--- src/hdl/vertex_world_transform_bounds_unit_assert.svh ---
// Assertion macros used by the vertex world transform back end.
`ifndef VERTEX_WORLD_TRANSFORM_BOUNDS_UNIT_ASSERT_SVH
`define VERTEX_WORLD_TRANSFORM_BOUNDS_UNIT_ASSERT_SVH

// Same-cycle implication, disabled during reset.
`define VWTB_ASSERT(label, clk, rst, ante, cons, msg) \
  label: assert property (@(posedge clk) disable iff (rst) (ante) |-> (cons)) \
    else $error(msg);

// Next-cycle implication, disabled during reset.
`define VWTB_ASSERT_NEXT(label, clk, rst, ante, cons, msg) \
  label: assert property (@(posedge clk) disable iff (rst) (ante) |=> (cons)) \
    else $error(msg);

`endif

--- src/hdl/vwtb_pkg.sv ---
// Shared types, constants and helpers of the vertex world transform block.
package vwtb_pkg;

  localparam int MAP_SPAN  = 40960;
  localparam int FRAC_BITS = 12;

  localparam int VTX_W    = 16;
  localparam int ROT_W    = 16;
  localparam int PROD_W   = VTX_W + ROT_W;
  localparam int ROW_W    = 3 * ROT_W;
  localparam int OFS_W    = 32;
  localparam int GRID_W   = 8;
  localparam int WORLD_W  = 48;
  // offset plus span times grid position, with headroom for the largest span
  localparam int TRANS_W  = OFS_W + 2;
  // translation scaled by the fraction bits plus dot product plus negate headroom
  localparam int SUM_W    = TRANS_W + 16 + 2;
  localparam int CFG_IDX_W = 4;
  localparam int CFG_W    = 48;
  localparam int QUEUE_DEPTH = 4;
  localparam int QPTR_W   = $clog2(QUEUE_DEPTH);
  localparam int QCNT_W   = $clog2(QUEUE_DEPTH + 1);

  localparam logic signed [TRANS_W-1:0] SPAN = TRANS_W'(MAP_SPAN);
  localparam logic signed [WORLD_W-1:0] WORLD_MAX = {1'b0, {(WORLD_W-1){1'b1}}};
  localparam logic signed [WORLD_W-1:0] WORLD_MIN = {1'b1, {(WORLD_W-1){1'b0}}};

  localparam logic [ROW_W-1:0] ROT_ROW_ZERO_RST = 48'h0010_0000_0000;
  localparam logic [ROW_W-1:0] ROT_ROW_ONE_RST  = 48'h0000_1000_0000;
  localparam logic [ROW_W-1:0] ROT_ROW_TWO_RST  = 48'h0000_0000_1000;

  typedef enum logic [CFG_IDX_W-1:0] {
    REG_ROT_ROW_ZERO = 4'd0,
    REG_ROT_ROW_ONE  = 4'd1,
    REG_ROT_ROW_TWO  = 4'd2,
    REG_OFFSET_X     = 4'd3,
    REG_OFFSET_Y     = 4'd4,
    REG_OFFSET_Z     = 4'd5,
    REG_GRID_COLUMN  = 4'd6,
    REG_GRID_ROW     = 4'd7
  } cfg_reg_t;

  typedef struct packed {
    logic [ROW_W-1:0]         rot_row_zero;
    logic [ROW_W-1:0]         rot_row_one;
    logic [ROW_W-1:0]         rot_row_two;
    logic signed [OFS_W-1:0]  offset_x;
    logic signed [OFS_W-1:0]  offset_y;
    logic signed [OFS_W-1:0]  offset_z;
    logic signed [GRID_W-1:0] grid_column;
    logic signed [GRID_W-1:0] grid_row;
  } cfg_t;

  typedef struct packed {
    logic signed [VTX_W-1:0] vertex_x;
    logic signed [VTX_W-1:0] vertex_y;
    logic signed [VTX_W-1:0] vertex_z;
    logic                    first_of_object;
  } in_item_t;

  typedef struct packed {
    logic signed [WORLD_W-1:0] world_x;
    logic signed [WORLD_W-1:0] world_y;
    logic signed [WORLD_W-1:0] world_z;
    logic                      first_of_object;
  } queue_item_t;

  typedef struct packed {
    logic signed [WORLD_W-1:0] world_x;
    logic signed [WORLD_W-1:0] world_y;
    logic signed [WORLD_W-1:0] world_z;
    logic signed [WORLD_W-1:0] box_min_x;
    logic signed [WORLD_W-1:0] box_min_y;
    logic signed [WORLD_W-1:0] box_min_z;
    logic signed [WORLD_W-1:0] box_max_x;
    logic signed [WORLD_W-1:0] box_max_y;
    logic signed [WORLD_W-1:0] box_max_z;
  } out_item_t;

  // Clamp a wide sum to the signed world range.
  function automatic logic signed [WORLD_W-1:0] sat_world(input logic signed [SUM_W-1:0] v);
    logic signed [WORLD_W-1:0] r;
    if (v > SUM_W'(WORLD_MAX)) begin
      r = WORLD_MAX;
    end else if (v < SUM_W'(WORLD_MIN)) begin
      r = WORLD_MIN;
    end else begin
      r = v[WORLD_W-1:0];
    end
    return r;
  endfunction

endpackage

--- src/hdl/vwtb_queue.sv ---
// Short queue of world points between the front and back ends.
module vwtb_queue (
  input  logic                  clk,
  input  logic                  rst,
  input  logic                  push_valid,
  output logic                  push_ready,
  input  vwtb_pkg::queue_item_t push_item,
  output logic                  pop_valid,
  input  logic                  pop_ready,
  output vwtb_pkg::queue_item_t pop_item
);

  vwtb_pkg::queue_item_t           slots [vwtb_pkg::QUEUE_DEPTH];
  logic [vwtb_pkg::QPTR_W-1:0]     wr_ptr;
  logic [vwtb_pkg::QPTR_W-1:0]     rd_ptr;
  logic [vwtb_pkg::QCNT_W-1:0]     count;
  logic                            do_push;
  logic                            do_pop;

  assign push_ready = count != vwtb_pkg::QCNT_W'(vwtb_pkg::QUEUE_DEPTH);
  assign pop_valid  = count != '0;
  assign pop_item   = slots[rd_ptr];
  assign do_push    = push_valid && push_ready;
  assign do_pop     = pop_valid && pop_ready;

  always_ff @(posedge clk) begin
    if (rst) begin
      wr_ptr <= '0;
      rd_ptr <= '0;
      count  <= '0;
    end else begin
      if (do_push) begin
        wr_ptr <= (wr_ptr == vwtb_pkg::QPTR_W'(vwtb_pkg::QUEUE_DEPTH - 1)) ? '0
                : wr_ptr + 1'b1;
      end
      if (do_pop) begin
        rd_ptr <= (rd_ptr == vwtb_pkg::QPTR_W'(vwtb_pkg::QUEUE_DEPTH - 1)) ? '0
                : rd_ptr + 1'b1;
      end
      if (do_push && !do_pop) begin
        count <= count + 1'b1;
      end else if (do_pop && !do_push) begin
        count <= count - 1'b1;
      end
    end
  end

  always_ff @(posedge clk) begin
    if (do_push) begin
      slots[wr_ptr] <= push_item;
    end
  end

endmodule

--- config.mk ---
export PLATFORM = sky130hd
export DESIGN_NAME = vwtb_queue
export DESIGN_NICKNAME = d
export VERILOG_FILES = /design/src/hdl/vertex_world_transform_bounds_unit_assert.svh /design/src/hdl/vwtb_pkg.sv /design/src/hdl/vwtb_queue.sv
export SDC_FILE = /design/constraint.sdc
export NUM_CORES = 1
export LEC_CHECK = 0
export BUFFER_PORTS_ARGS = -buffer_cell sky130_fd_sc_hd__buf_2
export CORE_ASPECT_RATIO = 0.8
export CORE_UTILIZATION = 46
export DETAILED_ROUTE_END_ITERATION = 12
export GPL_ROUTABILITY_DRIVEN = 0
export GPL_TIMING_DRIVEN = 0
export PLACE_DENSITY = 0.66
export RECOVER_POWER = 50
export SETUP_SLACK_MARGIN = 0.02
export SYNTH_ARGS = -nofsm -noshare
export SYNTH_HDL_FRONTEND = slang
export SYNTH_SLANG_ARGS = --single-unit
--- constraint.sdc ---
create_clock -name clk -period 6.1 [get_ports clk]
set_input_delay 0.305 -clock clk [delete_from_list [all_inputs] [get_ports clk]]
set_output_delay 0.305 -clock clk [all_outputs]
set_load 0.05 [all_outputs]
==> results.md, run 1 <==
* Placement Rows at 70
* I/O Buffers at about 300
* Total stage count of the critical path at 4
* Outcome: complete, but fails checks
* Met1 Track Usage GR at 0.243
* # resized after CTS at 0
* Cell count after synthesis at between 800 and 900
* Cell area after synthesis at 21400 um^2
* DRT Pass-1 Iters at 4
* Startpoint types: flop
* Leak pwr at 8.78 nW
* Worst Tran Pin Value at 2.75 ns
* Worst r2r src: count[1]$_SDFFE_PP0P_
* Post-CTS setup buffers at 0
* Tot GR Track Use at 0.183
* Hold depth at 3
* I/O pins at 296
* WHS Endpoint: wr_ptr[0]$_SDFFE_PP0P_
* Die width at 243 um
* Multi-input logic area at 3550 um^2
* GRT overflow at 0
* Initial drt markers at 597
* Max FO, Critical Path at 42
* Peak supply drop at about 0.32 mV
* Met3 Track Usage GR at 0.0570
* RR Endpoint: slots[0][120]$_DFFE_PP_
* Pin count of the biggest net entering global routing at 53
* Delay-heaviest family, CP: buffers and inverters
* Cells after DPL at ~1700
* Failing checks: max-capacitance violations, max-slew violations
* Initial Util at 0.467
* WP data arrival at ~4.3 ns
* Fmax at 243 MHz
* Layout Nets at 1468
* TritonCTS Buffers at 55
* Routed wire length at 42600 um
* DR DRC count at 0
* Antenna Nets Post-Route at 0
* Clk_skew at 0.0224 ns
* Routed wire length per instance at 21.6 um
* Syn_nets at 961
* Gr busiest metal: met2
* Final Cycle Share at 0.675
* Seq cells post-synth at about 600
* Htree depth at 2
* Register Area at ~18000 um^2
* Antenna violations before repair at 3
* Avg Inst Size Synth at 26.5 um^2
* CTS root buffer: clkbuf_16
* Critical path endpoint category: flop
* Die area at 47300 um^2
* Fillers at 3368
* CP most frequent cell: clkbuf_1
* Hold crit path type: in -> reg
* CTS Hold Bufs at about 150
* Final setup violating endpoints at 0
* CTS tree: built
* Reg clk slew, reported paths at 0.06 ns
* Synth cell types at 27
* R2r worst-path depth at 4
* Vias in the first global route at between 10000 and 15000
* Crit path buffers/inverters at 2
* R2r setup slk at 1.98 ns
* Rel. slew slack at -0.834
* Clk sink count at between 500 and 600
* Area grow syn2layout at 26.0%
* GRT met2 Usage at 0.296
* Worst EP required at about 6.2 ns
* Core Box Area at 45700 um^2
* Clock buffer depth at 3
* Final hold violations at 0
* Total number of yosys warnings at 0
* Die Ht at 195 um
* Register area share after synthesis at 0.824
* Routed vias at 10200
* RSZ-0062 raised after global routing: no
* Non-filler cells, final at 1971
* Worst hold start: push_valid
* Setup_tns at 0 ns
* Critical path class: reg -> reg
* Crit-path slowest cell: clkbuf_1
* PwrDens at ~430 nW/um^2
* Critical Path, Cell by Cell: or3b_1 -> clkbuf_1 -> and3_1 -> clkbuf_1
* Vias per std cell at 5.18
* Largest stage delay on the critical path at 2.00 ns
* Clk Latency, worst-skew pair at between 0.5 and 0.6 ns
* Number of max-cap violations at 2
* Fin crit period at 4.12 ns
* Share of post-route cells with drive strength above 1 at 0.304
* Post-DP HPWL at ~26000 um
* Most frequent cells in the layout: edfxtp_1, clkbuf_1, buf_2, mux4_2, dlygate4sd3_1
* Max Slew Vio Count at 72
* First-pass GRT wire length at 65400 um
* Most common cell after layout, fill and taps aside: edfxtp_1
-- tightest hold or removal path, cell delays in order --
cell	delay, ns
buf_2	0.14
nand3_1	0.10
o31ai_2	0.07
-- kinds of logic (layout without fill, tap and decap cells) --
group / after synthesis / after routing / synth area share
AO/OA/AOI/OAI: 5 / 5 / 0.00164
XOR/XNOR: 2 / 2 / 0.000820
adder cells (fa/ha/maj): 7 / 7 / 0.00445
buffers and inverters: 37 / 587 / 0.0101
flip-flops: 589 / 589 / 0.824
multiplexers: 148 / 148 / 0.154
other: 0 / 4 / 0
AND/OR/NAND/NOR: 17 / 17 / 0.00498
-- area by class of cell --
type,instances,share of cell area
antenna,4,0.000372
buffer,34,0.00758
clock buffer,67,0.0528
clock inverter,33,0.0126
inverter,3,0.000418
multi-input combinational,179,0.132
sequential,589,0.654
tap,612,0.0285
timing repair buffer,450,0.112
-- where the power goes --
part | internal, mW | switching (mW)
combinational | 1.02 | 2.31
sequential | 4.90 | 0.0914
clock | 1.95 | 1.42
total | 7.87 | 3.82
-- cells in the mapped netlist (all sizes together) --
master / instances / area, um^2
ha: 6 / 75.1
buf: 24 / 166
mux2i: 3 / 30.0
xor2: 2 / 17.5
dfxtp: 9 / 180
edfxtp: 580 / 17400
nand3: 1 / 5.00
and3: 4 / 30.0
nand2b: 2 / 12.5
or3: 3 / 21.3
a21oi: 2 / 10.0
inv: 3 / 11.3
and2: 1 / 8.76
nor3: 1 / 5.00
fa: 1 / 20.0
or3b: 1 / 8.76
o21ai: 1 / 5.00
mux4: 145 / 3270
clkbuf: 10 / 38.8
nor2: 3 / 11.3
nand2: 1 / 3.75
o31ai: 2 / 20.0
-- flip-flops by register name, indices dropped and copies added, names as in the netlist, named ones only --
register / cells
count: 3
rd_ptr: 2
slots: 580
wr_ptr: 2
-- worst max-delay path by stage --
stage	start	end	slack, ns
global placement	count[0]$_SDFFE_PP0P_	slots[0][112]$_DFFE_PP_	1.69
CTS	flop	pop_item[23]	3.19
floorplan	count[0]$_SDFFE_PP0P_	slots[0][0]$_DFFE_PP_	2.96
global route	count[1]$_SDFFE_PP0P_	slots[0][124]$_DFFE_PP_	1.66
detailed placement	count[0]$_SDFFE_PP0P_	slots[1][107]$_DFFE_PP_	3.45
finish	count[1]$_SDFFE_PP0P_	slots[0][120]$_DFFE_PP_	1.98
-- metrics by stage --
stage	cell area [um^2]	total power [mW]	setup WS [ns]	hold slack (ns)	util
2_1_floorplan	21400	7.54	2.96	0.404	-
3_3_place_gp	23600	8.35	1.69	0.476	0.516
3_5_place_dp	23900	8.41	3.45	0.488	0.523
4_1_cts	27100	11.8	3.19	0.0260	0.593
5_1_grt	26900	12.1	1.66	0.0510	0.588
6_report	26900	11.7	1.98	0.0532	0.589
-- routing by layer --
layer	part of all wire	wire length, um
met1	0.41	17600
met2	0.49	21100
met3	0.077	3300
met4	0.016	667
met5	0.00023	10
Power figures use the tool's default switching activity.
==> run 2, diff against run 1 <==
- ABC_AREA: not set -> 1
- PLACE_DENSITY: 0.66 -> 0.69
- clock period: 6.1 -> 3.5 ns (I/O delays scaled with it)
==> results.md, run 2 <==
* Outcome: complete, but fails checks
* Failing checks: max-capacitance violations, max-slew violations
* Fillers at 3600 (+6.9%)
* Synth Area in Simple Gates at 0.0563 (+0.0514)
* Synth area leader: edfxtp_1
* Crit-path slowest cell: nor2_2
* Final Cycle Share at 0.883 (+0.208)
* RR Endpoint: slots[2][140]$_DFFE_PP_
* Non-filler cells, final at 2658 (+35%)
* Worst hold start: rst
* Largest register FFs at 580 (unchanged)
* Area grow syn2layout at 27.5%
* CTS root buffer: clkbuf_16
* Utilization after layout at 0.594 (+0.00518)
* Max Slew Vio Count at 21 (-71%)
* Most common cell after layout, fill and taps aside: edfxtp_1
* Die area at 48400 um^2 (+2.3%)
* WP data arrival at 3.37 ns (-0.88 ns)
* Min Hold Slack at 0.331 ns (+0.278 ns)
* Delay-heaviest family, CP: simple AND/OR/NAND/NOR gates
* Final hold violations at 0 (unchanged)
* Critical path origin: count[0]$_SDFFE_PP0P_
* CTS tree: built
* Top cells by count, synth: edfxtp_1, nor2_1, o21ai_0
* CTS Hold Bufs at 148 (+2.1%)
* Avg Inst Size Synth at 14.9 um^2 (-44%)
* Routed wire length per instance at 20.6 um (-4.9%)
* Worst r2r src: count[0]$_SDFFE_PP0P_
* Post-CTS setup buffers at 0 (unchanged)
* Synth Area in Compound Gates at 0.109 (+0.107)
* Top cell type's share of synthesized area at 0.797 (-0.0182)
* Pin count of the biggest net entering global routing at 29 (-45%)
* Antenna violations before repair at 5 (+2)
* Clock buffer depth at 3 (unchanged)
* Clock power share at 0.259 (-0.029)
* Top post-synthesis cells by area: edfxtp_1, o21ai_0, nor2_1, o22ai_1, clkbuf_1
* Post-synth EDFFs at 580 (unchanged)
* Critical path class: reg -> reg
* Internal power at 14.4 mW (+83%)
* DR DRC count at 0 (unchanged)
* Vias in the first global route at 14200 (+27%)
* DRT Pass-1 Iters at 5 (+1)
* TritonCTS Buffers at 56 (+1.8%)
* Antenna Nets Post-Route at 0 (unchanged)
* Comb power frac at 0.382 (+0.097)
* PwrDens at 875 nW/um^2 (+100%)
* Largest regs: slots x580, count x3
* Proportion of synthesized area in mux cells at 0 (-0.154)
* Clk_skew at 0.0204 ns (-0.00203 ns)
* Cell area after synthesis at 21900 um^2 (+2.3%)
* Area after DPL at 24700 um^2 (+3.1%)
* Tot GR Track Use at 0.221 (+0.0378)
* I/O pins at 296 (unchanged)
* Number of max-cap violations at 1 (-1)
* Initial drt markers at 1068 (+79%)
* Slack of the critical path at 0.409 ns (-1.57 ns)
* Fmax at 324 MHz (+33%)
* Die Ht at 197 um (+1.1%)
* Cell count after synthesis at 1471 (+83%)
* Syn_nets at 1627 (+69%)
* Hold depth at 3 (unchanged)
* Cells after DPL at 2409 (+40%)
* Power Total at 24.4 mW (+110%)
* Register area share after synthesis at 0.805 (-0.0184)
* Total number of yosys warnings at 0 (unchanged)
* Critical Path, Cell by Cell: nor2_1 -> nand2_4 -> nand2_1 -> nor2_2 -> buf_12 -> buf_12 -> buf_12
* Reg power frac at 0.359 (-0.068)
* Seq cells post-synth at 589 (unchanged)
* Routed vias at 14400 (+41%)
* Leak pwr at 9.50 nW (+8.2%)
* RSZ-0062 raised after global routing: no
* Final setup violating endpoints at 0 (unchanged)
* # resized after CTS at 0 (unchanged)
* I/O Buffers at 295 (+0.34%)
* R2r setup slk at 0.41 ns (-1.57 ns)
* Share of post-route cells with drive strength above 1 at 0.143 (-0.161)
* GRT overflow at 0 (unchanged)
* Placement Rows at 71 (+1.4%)
* Routed wire length at 54600 um (+28%)
* Net Sw Frac at 0.407 (+0.0806)
* First-pass GRT wire length at 81400 um (+24%)
* Synth Area in XOR/XNOR at 0.000401 (-0.000419)
* Crit path buffers/inverters at 3 (+1)
* Largest family of logic cells by synthesized area: compound AO/OA/AOI/OAI gates
* Place WS at 0.958 ns (-2.49 ns)
* CP most frequent cell: buf_12
* Peak supply drop at 0.610 mV (+89%)
* Critical path endpoint category: flop
* Post-synth top flop: edfxtp_1
* Most frequent cells in the layout: edfxtp_1, nor2_1, o21ai_0, clkbuf_1, buf_2
* Synth cell types at 19 (-30%)
* Hold crit path type: in -> reg
* Die width at 246 um (+1.1%)
* Final instance area at 27800 um^2 (+3.5%)
* Setup_tns at 0 ns (unchanged)
* Top reg by flops: slots
* Startpoint types: flop
* Max FO, Critical Path at 28 (-33%)
* Most common cell in the netlist: edfxtp_1
* Worst EP required at 3.78 ns (-2.45 ns)
* Layout Nets at 2151 (+47%)
* Vias per std cell at 5.42 (+4.7%)
* Post-DP HPWL at 33900 um (+29%)
* Core Box Area at 46900 um^2 (+2.6%)
* Reg clk slew, reported paths at 0.06 ns (about the same)
* Htree depth at 2 (unchanged)
* R2r worst-path depth at 7 (+3)
* Largest stage delay on the critical path at 1.20 ns (-0.80 ns)
* WHS Endpoint: count[0]$_SDFFE_PP0P_
* Clk Latency, worst-skew pair at 0.60 ns (about the same)
* Synth Area in Adders at 0.00435 (-0.0000994)
* Post-synth ARST share at 0 (unchanged)
* Worst Tran Pin Value at 1.53 ns (-1.22 ns)
* Rel. slew slack at -0.0201 (+0.814)
* P_sw at 9.93 mW (+160%)
* Fin crit period at 3.09 ns (-1.03 ns)
* Initial Util at 0.466 (-0.00141)
* Clk sink count at 589 (unchanged)
==> run 2: cell count changes in the layout (fill, tap and decap cells not counted), moves of 12 or more <==
cell | before | now
nand2_1 | 1 | 13
o22ai_1 | 0 | 145
buf_12 | 1 | 16
nor2_1 | 3 | 304
clkbuf_1 | 168 | 220
o21ai_0 | 1 | 291
mux4_2 | 145 | 0
==> run 2: power groups by stage <==
| stage | registers, mW | clock network, mW | logic (mW) |
|---|---|---|---|
| after floorplan | 8.90 | 0 | 6.39 |
| after global placement | 8.98 | 0 | 8.92 |
| after detailed placement | 8.89 | 0 | 9.20 |
| after CTS | 8.75 | 6.40 | 9.36 |
| after global routing | 8.80 | 6.67 | 9.85 |
| final | 8.75 | 6.31 | 9.31 |
==> run 2: worst max-delay path by stage <==
stage / to / slack, ns / cells past startpoint
6_report: slots[2][140]$_DFFE_PP_ / 0.41 / 7
3_5_place_dp: slots[2][7]$_DFFE_PP_ / 0.96 / 7
3_3_place_gp: slots[0][3]$_DFFE_PP_ / -1.55 / 4
5_1_grt: slots[2][143]$_DFFE_PP_ / 0.27 / 7
4_1_cts: pop_item[44] / 0.46 / 6
2_1_floorplan: slots[0][0]$_DFFE_PP_ / 0.05 / 4
==> run 2: kinds of logic after synthesis <==
kind of cell / Yosys count
flops: 589
compound gates: 438
simple gates: 325
buf+inv: 111
fa+ha+maj: 7
xor+xnor: 1
==> run 2: worst register-to-register path: stages, from the launching register on <==
cell	delay [ns]
dfxtp_1	0.40
nor2_1	0.11
nand2_4	0.08
nand2_1	0.20
nor2_2	1.20
buf_12	0.30
buf_12	0.23
buf_12	0.25
==> run 2: cell type report <==
class,count,area (um^2),share of cell area
multi-input cells,771,3730,0.134
clock inverters,29,437,0.0157
clock buffers,69,1470,0.0528
diodes,3,7.51,0.000270
plain buffers,95,485,0.0174
inverters,16,60.1,0.00216
well taps,620,776,0.0279
flip-flops and latches,589,17600,0.632
repair buffers,466,3290,0.118
==> run 2: per-layer routing <==
metal / global-route usage / up-vias / routed length [um]
met5: 0 / - / 14
met4: 0.0640 / 2 / 1050
met3: 0.0501 / 78 / 4400
met2: 0.364 / 574 / 26800
met1: 0.294 / 7130 / 22300
li1: - / 6622 / -
==> run 3, diff against run 2 <==
--- a/config.mk
+++ b/config.mk
@@ -9,2 +9,3 @@
 export BUFFER_PORTS_ARGS = -buffer_cell sky130_fd_sc_hd__buf_2
+export CAP_MARGIN = 5
 export CORE_ASPECT_RATIO = 0.8
==> constraint.sdc (replaced) <==
create_clock -name clk -period 3.5 [get_ports clk]
set_input_delay 0.7 -clock clk [delete_from_list [all_inputs] [get_ports clk]]
set_output_delay 0.7 -clock clk [all_outputs]
set_load 0.05 [all_outputs]
==> results.md, run 3 (same netlist as run 2, synthesis figures left out) <==
* Largest register FFs at 580 (unchanged)
* Hold crit path type: in -> reg
* TritonCTS Buffers at 56 (unchanged)
* CTS tree: built
* Post-DP HPWL at 33900 um (unchanged)
* PwrDens at 917 nW/um^2 (+4.8%)
* Largest stage delay on the critical path at 0.40 ns (-0.80 ns)
* Register Area at 17600 um^2 (unchanged)
* Most frequent cells in the layout: edfxtp_1, nor2_1, o21ai_0, clkbuf_1, buf_2
* Initial Util at 0.466 (unchanged)
* Die area at 48400 um^2 (unchanged)
* Max FO, Critical Path at 10 (-64%)
* Fmax at 303 MHz (-6.4%)
* CTS Hold Bufs at 0 (-100%)
* Area grow syn2layout at 20.7%
* Critical Path, Cell by Cell: clkbuf_4 -> inv_2 -> buf_4 -> clkbuf_1 -> o21ai_0 -> o22ai_1 -> buf_2
* Antenna violations before repair at 7 (+2)
* Antenna Nets Post-Route at 0 (unchanged)
* Routed wire length at 53000 um (-3.0%)
* Critical path endpoint category: output pin
* Clk_skew at 0.0170 ns (-0.00338 ns)
* Fillers at 3766 (+4.6%)
* DR DRC count at 0 (unchanged)
* Failing checks: max-capacitance violations, max-slew violations
* Number of max-cap violations at 2 (+1)
* Internal power at 14.3 mW (-0.64%)
* I/O Buffers at 295 (unchanged)
* Fin crit period at 3.30 ns (+0.210 ns)
* Largest regs: slots x580, count x3
* Reg power frac at 0.362 (+0.003)
* Non-filler cells, final at 2508 (-5.6%)
* Share of post-route cells with drive strength above 1 at 0.159 (+0.0160)
* Placement Rows at 71 (unchanged)
* Clk sink count at 589 (unchanged)
* Routed wire length per instance at 21.1 um (+2.8%)
* Core Box Area at 46900 um^2 (unchanged)
* Crit path buffers/inverters at 5 (+2)
* Final hold violations at 0 (unchanged)
* RSZ-0062 raised after global routing: yes
* Clock power share at 0.260 (about the same)
* Vias in the first global route at 13300 (-5.9%)
* Die width at 246 um (unchanged)
* Worst r2r src: count[0]$_SDFFE_PP0P_
* Outcome: complete, but fails checks
* Setup_tns at 0 ns (unchanged)
* Worst EP required at 2.80 ns (-0.98 ns)
* Top reg by flops: slots
* Multi-input logic area at 3720 um^2 (-0.20%)
* Startpoint types: flop
* Crit-path slowest cell: clkbuf_1
* Most common cell after layout, fill and taps aside: edfxtp_1
* Net Sw Frac at 0.407 (-0.000762)
* Initial drt markers at 934 (-13%)
* Vias per std cell at 5.46 (+0.68%)
* Tot GR Track Use at 0.214 (-0.00651)
* Layout Nets at 2003 (-6.9%)
* GRT overflow at 0 (unchanged)
* Final Cycle Share at 0.943 (+0.0600)
* Leak pwr at 8.91 nW (-6.2%)
* Delay-heaviest family, CP: buffers and inverters
* Cells after DPL at 2409 (unchanged)
* Worst hold start: rst
* Clock buffer depth at 3 (unchanged)
* Htree depth at 2 (unchanged)
* I/O pins at 296 (unchanged)
* Worst Tran Pin Value at 1.83 ns (+0.298 ns)
* Post-CTS setup buffers at 0 (unchanged)
* Rel. slew slack at -0.222 (-0.202)
* Peak supply drop at 0.602 mV (-1.3%)
* Final setup violating endpoints at 0 (unchanged)
* Critical path class: reg -> out
* WP data arrival at 2.60 ns (-0.77 ns)
* Clk Latency, worst-skew pair at 0.60 ns (about the same)
* Reg clk slew, reported paths at 0.06 ns (about the same)
* Pin count of the biggest net entering global routing at 29 (unchanged)
* P_sw at 9.83 mW (-0.95%)
* DRT Pass-1 Iters at 7 (+2)
* Die Ht at 197 um (unchanged)
* First-pass GRT wire length at 78500 um (-3.6%)
* Max Slew Vio Count at 16 (-24%)
* CTS root buffer: clkbuf_16
* Routed vias at 13700 (-5.0%)
* Comb power frac at 0.378 (-0.004)
==> run 3: cell count changes in the layout (fill, tap and decap cells not counted), sizes merged <==
| cell | change |
|---|---|
| buf | +1 |
| dlygate4sd3 | -148 |
| clkbuf | -1 |
| diode | -2 |
==> run 3: cell type report <==
| type | instances | area share |
|---|---|---|
| Antenna cell | 1 | 0.0000949 |
| Sequential cell | 589 | 0.667 |
| Multi-Input combinational cell | 771 | 0.141 |
| Tap cell | 620 | 0.0294 |
| Clock inverter | 29 | 0.0166 |
| Buffer | 95 | 0.0190 |
| Inverter | 16 | 0.00228 |
| Clock buffer | 69 | 0.0558 |
| Timing Repair Buffer | 318 | 0.0686 |
==> run 3: path summary, 6_finish.rpt <==
kind | end | slack [ns] | cells after the start
hold / removal | count[0]$_SDFFE_PP0P_ | 0.30 | 2
hold reg to reg | rd_ptr[1]$_SDFFE_PP0P_ | 0.54 | 2
setup / recovery | pop_item[96] | 0.20 | 7
setup reg to reg | slots[0][143]$_DFFE_PP_ | 0.27 | 7
==> run 3: power groups by stage <==
stage | sequential [mW] | combinational, mW | clock, mW
floorplan | 8.90 | 6.39 | 0
global placement | 8.98 | 8.92 | 0
detailed placement | 8.89 | 9.20 | 0
CTS | 8.75 | 9.22 | 6.40
global route | 8.80 | 9.70 | 6.66
finish | 8.75 | 9.14 | 6.28
==> run 3: repair_timing <==
| item | in CTS | in global routing |
|---|---|---|
| gates resized for setup | 1 | 17 |
| endpoints found under the setup margin | 4 | 41 |
| gates cloned | 0 | 0 |
==> run 3: through the flow <==
step / hold slack (ns) / cell area (um^2) / total power, mW / utilization / setup slack [ns]
3_5_place_dp: 0.520 / 24700 / 18.1 / 0.526 / 0.595
4_1_cts: 0.263 / 26600 / 24.4 / 0.566 / 0.0291
3_3_place_gp: 0.517 / 24100 / 17.9 / 0.515 / -1.81
2_1_floorplan: 0.483 / 21900 / 15.3 / - / 0.0260
5_1_grt: 0.281 / 26400 / 25.2 / 0.562 / 0.00969
6_report: 0.301 / 26400 / 24.2 / 0.562 / 0.199
==> run 3: layer usage <==
metal	global-route usage	vias up	part of all wire
li1	-	6323	-
met1	0.284	6752	0.41
met2	0.350	509	0.48
met3	0.0541	93	0.082
met4	0.0623	8	0.022
met5	0	-	0.0010
